`config.mk`:
```
export PLATFORM = sky130hd
export DESIGN_NAME = association_table_address_allocator
export DESIGN_NICKNAME = d
export VERILOG_FILES = /design/src/ata_pkg.sv /design/src/ata_ctrl.sv /design/src/ata_dp.sv /design/src/association_table_address_allocator.sv
export SDC_FILE = /design/constraint.sdc
export NUM_CORES = 2
export LEC_CHECK = 0
export ABC_AREA = 0
export BUFFER_PORTS_ARGS = -buffer_cell sky130_fd_sc_hd__buf_2
export CORE_AREA = 2 2 491 347
export CTS_CLUSTER_DIAMETER = 150
export CTS_CLUSTER_SIZE = 40
export DETAILED_ROUTE_END_ITERATION = 6
export DIE_AREA = 0 0 493 349
export PLACE_DENSITY = 0.55
export SKIP_LAST_GASP = 1
export SLEW_MARGIN = 20
export SYNTH_ARGS = -nofsm -noshare
export SYNTH_HDL_FRONTEND = slang
export SYNTH_SLANG_ARGS = --single-unit
```
`constraint.sdc`:
```
create_clock -name clk -period 7.9 [get_ports clk]
set_input_delay 1.58 -clock clk [delete_from_list [all_inputs] [get_ports clk]]
set_output_delay 1.58 -clock clk [all_outputs]
set_load 0.01 [all_outputs]
```
`src/ata_pkg.sv`:
```
// shared types and constants of the association table address allocator
package ata_pkg;

  localparam logic CMD_ASSOC    = 1'b0;
  localparam logic CMD_DISASSOC = 1'b1;

  localparam logic [2:0] ST_NEW       = 3'd0;
  localparam logic [2:0] ST_EXISTING  = 3'd1;
  localparam logic [2:0] ST_FULL      = 3'd2;
  localparam logic [2:0] ST_REMOVED   = 3'd3;
  localparam logic [2:0] ST_NOT_FOUND = 3'd4;

  localparam logic [1:0] REG_FALLBACK = 2'd0;
  localparam logic [1:0] REG_BASE     = 2'd1;

  localparam logic [15:0] RESET_FALLBACK = 16'hFFFE;
  localparam logic [15:0] RESET_BASE     = 16'h1201;

  typedef struct packed {
    logic load;
    logic scan;
    logic decide;
    logic finish;
  } ata_ctl_t;

  typedef struct packed {
    logic scan_last;
    logic need_sa;
  } ata_stat_t;

endpackage

```
`src/ata_ctrl.sv`:
```
// controller state machine of the association table address allocator
module ata_ctrl
  import ata_pkg::*;
(
  input  logic      clk,
  input  logic      rst,
  input  logic      start,
  output logic      busy,
  output ata_ctl_t  ctl,
  input  ata_stat_t stat
);

  typedef enum logic [4:0] {
    S_IDLE   = 5'b00001,
    S_SCAN   = 5'b00010,
    S_LAST   = 5'b00100,
    S_DECIDE = 5'b01000,
    S_READ   = 5'b10000
  } state_t;

  state_t state, state_next;

  always_ff @(posedge clk) begin
    if (rst) begin
      state <= S_IDLE;
    end else begin
      state <= state_next;
    end
  end

  always_comb begin
    state_next = state;
    unique case (state)
      S_IDLE: begin
        if (start) state_next = S_SCAN;
      end
      S_SCAN: begin
        if (stat.scan_last) state_next = S_LAST;
      end
      S_LAST: begin
        state_next = S_DECIDE;
      end
      S_DECIDE: begin
        state_next = stat.need_sa ? S_READ : S_IDLE;
      end
      S_READ: begin
        state_next = S_IDLE;
      end
      default: begin
        state_next = S_IDLE;
      end
    endcase
  end

  assign busy       = (state != S_IDLE);
  assign ctl.load   = (state == S_IDLE) && start;
  assign ctl.scan   = (state == S_SCAN);
  assign ctl.decide = (state == S_DECIDE);
  assign ctl.finish = (state == S_READ);

endmodule

```
`src/ata_dp.sv`:
```
// datapath of the association table address allocator: table, scan and result
module ata_dp
  import ata_pkg::*;
#(
  parameter int TABLE_ENTRIES = 16
) (
  input  logic        clk,
  input  logic        rst,
  input  ata_ctl_t    ctl,
  output ata_stat_t   stat,
  input  logic        cmd,
  input  logic [63:0] device_long_address,
  input  logic        wr_en,
  input  logic [1:0]  wr_index,
  input  logic [15:0] wr_data,
  output logic        done,
  output logic [15:0] short_address,
  output logic [2:0]  status
);

  localparam int IW = (TABLE_ENTRIES > 1) ? $clog2(TABLE_ENTRIES) : 1;
  localparam logic [IW-1:0] LAST_IDX = IW'(TABLE_ENTRIES - 1);

  logic [63:0] la_mem [TABLE_ENTRIES];
  logic [15:0] sa_mem [TABLE_ENTRIES];
  logic [TABLE_ENTRIES-1:0] entry_valid;

  logic [15:0] fallback_reg;
  logic [15:0] base_reg;
  logic [15:0] alloc_count;

  logic        req_cmd;
  logic [63:0] req_addr;
  logic [IW-1:0] scan_idx;
  logic [IW-1:0] rd_idx;
  logic        rd_pend;
  logic [63:0] la_q;
  logic [15:0] sa_q;
  logic        match_found;
  logic [IW-1:0] match_idx;
  logic        free_found;
  logic [IW-1:0] free_idx;

  logic        alloc_we;
  logic        remove_we;
  logic [15:0] new_sa;
  logic [15:0] res_sa_next;
  logic [2:0]  res_status_next;

  assign new_sa    = base_reg + alloc_count;
  assign alloc_we  = ctl.decide && (req_cmd == CMD_ASSOC) && !match_found && free_found;
  assign remove_we = ctl.decide && (req_cmd == CMD_DISASSOC) && match_found;

  assign stat.scan_last = (scan_idx == LAST_IDX);
  assign stat.need_sa   = (req_cmd == CMD_ASSOC) && match_found;

  always_ff @(posedge clk) begin
    if (rst) begin
      fallback_reg <= RESET_FALLBACK;
      base_reg     <= RESET_BASE;
    end else if (wr_en) begin
      unique case (wr_index)
        REG_FALLBACK: fallback_reg <= wr_data;
        REG_BASE:     base_reg     <= wr_data;
        default:      ;
      endcase
    end
  end

  always_ff @(posedge clk) begin
    if (ctl.load) begin
      req_cmd  <= cmd;
      req_addr <= device_long_address;
    end
    if (ctl.load) begin
      scan_idx <= '0;
    end else if (ctl.scan && !stat.scan_last) begin
      scan_idx <= scan_idx + 1'b1;
    end
    rd_idx <= scan_idx;
  end

  always_ff @(posedge clk) begin
    if (ctl.scan) la_q <= la_mem[scan_idx];
    if (alloc_we) la_mem[free_idx] <= req_addr;
  end

  always_ff @(posedge clk) begin
    if (ctl.decide) sa_q <= sa_mem[match_idx];
    if (alloc_we) sa_mem[free_idx] <= new_sa;
  end

  always_ff @(posedge clk) begin
    if (rst) begin
      rd_pend     <= 1'b0;
      match_found <= 1'b0;
      free_found  <= 1'b0;
    end else begin
      rd_pend <= ctl.scan;
      if (ctl.load) begin
        match_found <= 1'b0;
        free_found  <= 1'b0;
      end else if (rd_pend) begin
        if (entry_valid[rd_idx] && (la_q == req_addr) && !match_found) begin
          match_found <= 1'b1;
          match_idx   <= rd_idx;
        end
        if (!entry_valid[rd_idx] && !free_found) begin
          free_found <= 1'b1;
          free_idx   <= rd_idx;
        end
      end
    end
  end

  always_ff @(posedge clk) begin
    if (rst) begin
      entry_valid <= '0;
      alloc_count <= '0;
    end else begin
      if (alloc_we) begin
        entry_valid[free_idx] <= 1'b1;
        alloc_count           <= alloc_count + 16'd1;
      end
      if (remove_we) entry_valid[match_idx] <= 1'b0;
    end
  end

  always_comb begin
    res_sa_next     = 16'd0;
    res_status_next = ST_NOT_FOUND;
    if (req_cmd == CMD_ASSOC) begin
      if (free_found) begin
        res_sa_next     = new_sa;
        res_status_next = ST_NEW;
      end else begin
        res_sa_next     = fallback_reg;
        res_status_next = ST_FULL;
      end
    end else if (match_found) begin
      res_status_next = ST_REMOVED;
    end
  end

  always_ff @(posedge clk) begin
    if (rst) begin
      done <= 1'b0;
    end else begin
      done <= ctl.finish || (ctl.decide && !stat.need_sa);
    end
    if (ctl.finish) begin
      short_address <= sa_q;
      status        <= ST_EXISTING;
    end else if (ctl.decide) begin
      short_address <= res_sa_next;
      status        <= res_status_next;
    end
  end

`ifndef ASSERT_OFF
  a_finish_result: assert property (@(posedge clk) disable iff (rst)
    ctl.finish |=> done && (status == ST_EXISTING))
    else $error("existing entry lookup gave no result");

  a_alloc_count: assert property (@(posedge clk) disable iff (rst)
    alloc_we |=> alloc_count == $past(alloc_count) + 16'd1)
    else $error("allocation count did not advance");

  a_match_not_free: assert property (@(posedge clk) disable iff (rst)
    (match_found && free_found) |-> (match_idx != free_idx))
    else $error("one entry both matched and free");

  a_removed_zero: assert property (@(posedge clk) disable iff (rst)
    (done && (status == ST_REMOVED || status == ST_NOT_FOUND)) |-> (short_address == 16'd0))
    else $error("disassociate item returned nonzero short address");
`endif

endmodule

```
`src/association_table_address_allocator.sv`:
```
// association table address allocator: controller and table datapath
// flow: start loads the request, the entry scan compares every table entry, then the
//   result is decided; an associate of an address already in the table adds a short
//   address memory read. A new item is taken only while busy is low; the scan reads
//   one long address memory word per cycle; done stands one cycle
// reset: synchronous rst clears the valid flags and the count, presets the registers
module association_table_address_allocator
  import ata_pkg::*;
#(
  parameter int TABLE_ENTRIES = 16
) (
  input  logic        clk,
  input  logic        rst,
  input  logic        start,
  output logic        busy,
  input  logic        cmd,
  input  logic [63:0] device_long_address,
  output logic        done,
  output logic [15:0] short_address,
  output logic [2:0]  status,
  input  logic        wr_en,
  input  logic [1:0]  wr_index,
  input  logic [15:0] wr_data
);

  ata_ctl_t  ctl;
  ata_stat_t stat;

  ata_ctrl u_ctrl (
    .clk   (clk),
    .rst   (rst),
    .start (start),
    .busy  (busy),
    .ctl   (ctl),
    .stat  (stat)
  );

  ata_dp #(
    .TABLE_ENTRIES (TABLE_ENTRIES)
  ) u_dp (
    .clk                 (clk),
    .rst                 (rst),
    .ctl                 (ctl),
    .stat                (stat),
    .cmd                 (cmd),
    .device_long_address (device_long_address),
    .wr_en               (wr_en),
    .wr_index            (wr_index),
    .wr_data             (wr_data),
    .done                (done),
    .short_address       (short_address),
    .status              (status)
  );

endmodule
```
==> results.cfg <==
[status]
run_status = finished, violations left
violations_in_the_final_reports = design-rule violations

[detailed_routing]
dr.first_iter.drc_count = 2894
detail-route-antenna-nets = 0
routed_via_density = 5.36
wl_mm = 138
detail_route.first_pass.iterations = 7
post_detailed_route_wirelength_per_cell_um = 27.7
drt_drc_violations_left = 6
via_count = 26700

[critical_path]
worstPathArrival_ns = 4.93
crit_path_cell_trace = nor3b_1 > and3_1 > nand3_1 > nor2_4 > buf_4 > buf_12
cp_top_family = simple AND/OR/NAND/NOR gates
critical_path.n_buffers_inverters = 2
timing_worst_setup_path_type = reg -> reg
crit_path_top_delay_cell = dfxtp_1
critical_path.max_fanout = 31
worst_path_largest_cell_delay_ns = 1.05
cp-start-kind = flip-flop
endpoint_kind = flip-flop
critPathRequiredTime_ns = 8.30

[yosys]
synth.top_cells.by_count = edfxtp_1 (1449), mux4_2 (405), nand2_1 (90)
netlist_top_cells_area = edfxtp_1 (75%), mux4_2 (16%), dfxtp_1 (2.9%)
syn-instance-count = 2605
mapped_cell_area_um2 = 58200
synth_fa_ha_area_share_pct = 0.400
synth_top_family_by_area = multiplexers
synth_sequential_area_ratio_pct = 77.6
synth_edf_count = 1449
avgSynthCellArea_um2 = 22.4
ys_warn_count = 0
synthDistinctLibCells = 68
synth_async_sr_flop_share_pct = 0
yosys.area_share.xor_xnor_pct = 1.05
yosys.cell_count.top_type = edfxtp_1
ys_seq_elements = 1533
yosys-mux-area-fraction_pct = 16.1
ys.flop_type = edfxtp_1
synth_compound_area_share_pct = 1.48
synth.top_cell.area_share_pct = 74.7
synth_top_area_cell = edfxtp_1
yosys.area_share.simple_pct = 2.34
mappedNetlistNets = 2710

[die]
initial_utilization_pct = 34.8
die_wd_um = 493
die_h_um = 349
ios = 108
row_count = 126
die-area_um2 = 172000
core_region_area_um2 = 167000

[power_and_ir_drop]
post-layout-total-power_w = 0.0133
total_leakage_power_nw = 18.7
sw_frac_of_total_pct = 21.4
switching_power_w = 0.00286
seq_power_share_pct = 68.6
peak_ir_drop_on_the_vdd_network_v = 0.000159
power_frac_clock_pct = 25.8
internal-power_w = 0.0105
fraction_of_power_consumed_by_combinational_cells_pct = 5.6
power_density_nw_per_um2 = 211

[cts]
clockRootBuffer = clkbuf_16
clock_tree.htree_level_count = 2
cts_buffers = 45
cts_setup_buffers = 0
holdBufCountCts = 0
cts_max_path_buffers = 3
number_of_sinks_driven_by_the_clock_tree = 1533
cts_resized = 0
tritoncts = done
worst_skew_pair.late_latency_ns = 0.72
cts.reportedPaths.clkPinSlew_ns = 0.16

[global_route]
global_route.overflow_total = 0
groute.usage.overall_pct = 15.8
grt_pass1_wl_mm = 197
largest_net_degree_at_the_start_of_global_routing = 106
number_of_antenna_violations_at_the_first_check_in_global_routing = 3
via_count_of_the_first_global_routing_pass = 26900

[layout]
drive_gt1_share_pct = 24.4
flow.area_growth_from_synthesis_pct = 8.59
biggestRegsByFlops = u_dp.la_mem (1024), u_dp.sa_mem (256)
total_nets_final = 2816
largest_register_ffs = 1024
max_flop_register = u_dp.la_mem
filler_cell_count = 14900

[sta]
setup_violations = 0
period_needed_ns = 4.52
slew-limit-headroom_pct = 25.9
setup_tns_ns = 0
finClkSkew_ns = 0.0752
unrepaired_setup_endpoints_after_global_routing = false
worst-slew-pin-transition_ns = 1.11
min_period_over_period_pct = 57.3
max_freq_ghz = 0.221
final-max-slew-violation-count = 0
finalHoldViolCount = 0

[flow_run]
drv.max_cap_violation_count = 0

[placed_design]
numPortBuffers = 107
dp_hpwl_mm = 78.7
place_congestion = 0.778

[min_path]
min_path_type = reg -> reg
## area by class of cell
| class | instances | area [um2] | share of cell area (%) |
|---|---|---|---|
| Multi-Input combinational cell | 929 | 12600 | 19.9 |
| Inverter | 30 | 114 | 0.180 |
| Clock buffer | 60 | 1180 | 1.87 |
| Timing Repair Buffer | 172 | 1190 | 1.88 |
| Clock inverter | 6 | 131 | 0.208 |
| Antenna cell | 2 | 5.00 | 0.00791 |
| Tap cell | 2240 | 2800 | 4.43 |
| Sequential cell | 1533 | 45200 | 71.5 |
## layer usage
| metal | wire [um] | vias up | track usage [%] |
|---|---|---|---|
| met3 | 7390 | 85 | 1.94 |
| met5 | 0 | - | 0 |
| met4 | 1800 | 0 | 2.51 |
| met1 | 64200 | 14800 | 24.0 |
| met2 | 64500 | 789 | 24.7 |
| li1 | - | 11000 | - |
## worst min-delay path, cell delays in order (launching register included)
cell and delay (ns):
dfxtp_1 0.34, nand2_1 0.05, a21oi_1 0.06
## worst paths after layout
| check | from | end | slack, ns | cells after the start |
|---|---|---|---|---|
| setup / recovery | u_dp.free_found | u_dp.la_mem[14][59] | 3.38 | 6 |
| hold / removal | u_dp.base_reg[6] | u_dp.base_reg[6] | 0.48 | 2 |
| setup reg to reg | u_dp.free_found | u_dp.la_mem[14][59] | 3.38 | 6 |
| hold reg to reg | u_dp.base_reg[6] | u_dp.base_reg[6] | 0.48 | 2 |
## cell usage in the layout (no fill, tap or decap), types with 5 or more instances in the layout
cell / n
buf_2: 107
dfxtp_1: 80
nor2_1: 56
mux2i_1: 25
xor2_1: 23
nand2b_1: 7
nand2_1: 90
clkbuf_16: 45
edfxtp_1: 1449
nand3_1: 14
buf_12: 8
o22ai_1: 5
inv_1: 28
nor4_1: 6
a211oi_1: 10
ha_1: 17
o21ai_0: 21
a21oi_1: 44
nand4_1: 18
and2_1: 5
buf_4: 52
mux4_2: 405
or3_1: 9
and3_1: 10
xnor2_1: 42
nor2b_1: 20
nor2_4: 13
nor3_1: 9
clkbuf_1: 15
## metrics by stage
stage               cell area [um2]  setup slack (ns)  std cells  hold WS, ns  utilization [%]
finish                        63200              3.38       4972        0.479             37.8
global route                  63200              3.12       4970        0.493             37.8
CTS                           63200              3.36       4968        0.476             37.7
detailed placement            61900              3.42       4902        0.457             36.9
global placement              61700              3.29       4898        0.454             36.9
floorplan                     58200             0.450       2605        0.353                -
## cells by family after synthesis
family                   after synthesis
flip-flops                          1533
multiplexers                         431
AND/OR/NAND/NOR                      280
buffers and inverters                143
AO/OA/AOI/OAI                        130
XOR/XNOR                              70
adder cells (fa/ha/maj)               18
## power groups by stage
| stage | Sequential (W) | Clock, W | Combinational (W) |
|---|---|---|---|
| 2_1_floorplan | 0.00926 | 0 | 0.000542 |
| 3_3_place_gp | 0.00933 | 0 | 0.000754 |
| 3_5_place_dp | 0.00934 | 0 | 0.000763 |
| 4_1_cts | 0.00916 | 0.00355 | 0.000765 |
| 5_1_grt | 0.00918 | 0.00377 | 0.000804 |
| 6_report | 0.00916 | 0.00344 | 0.000744 |
Note: power is estimated with default switching activity, not from simulation.
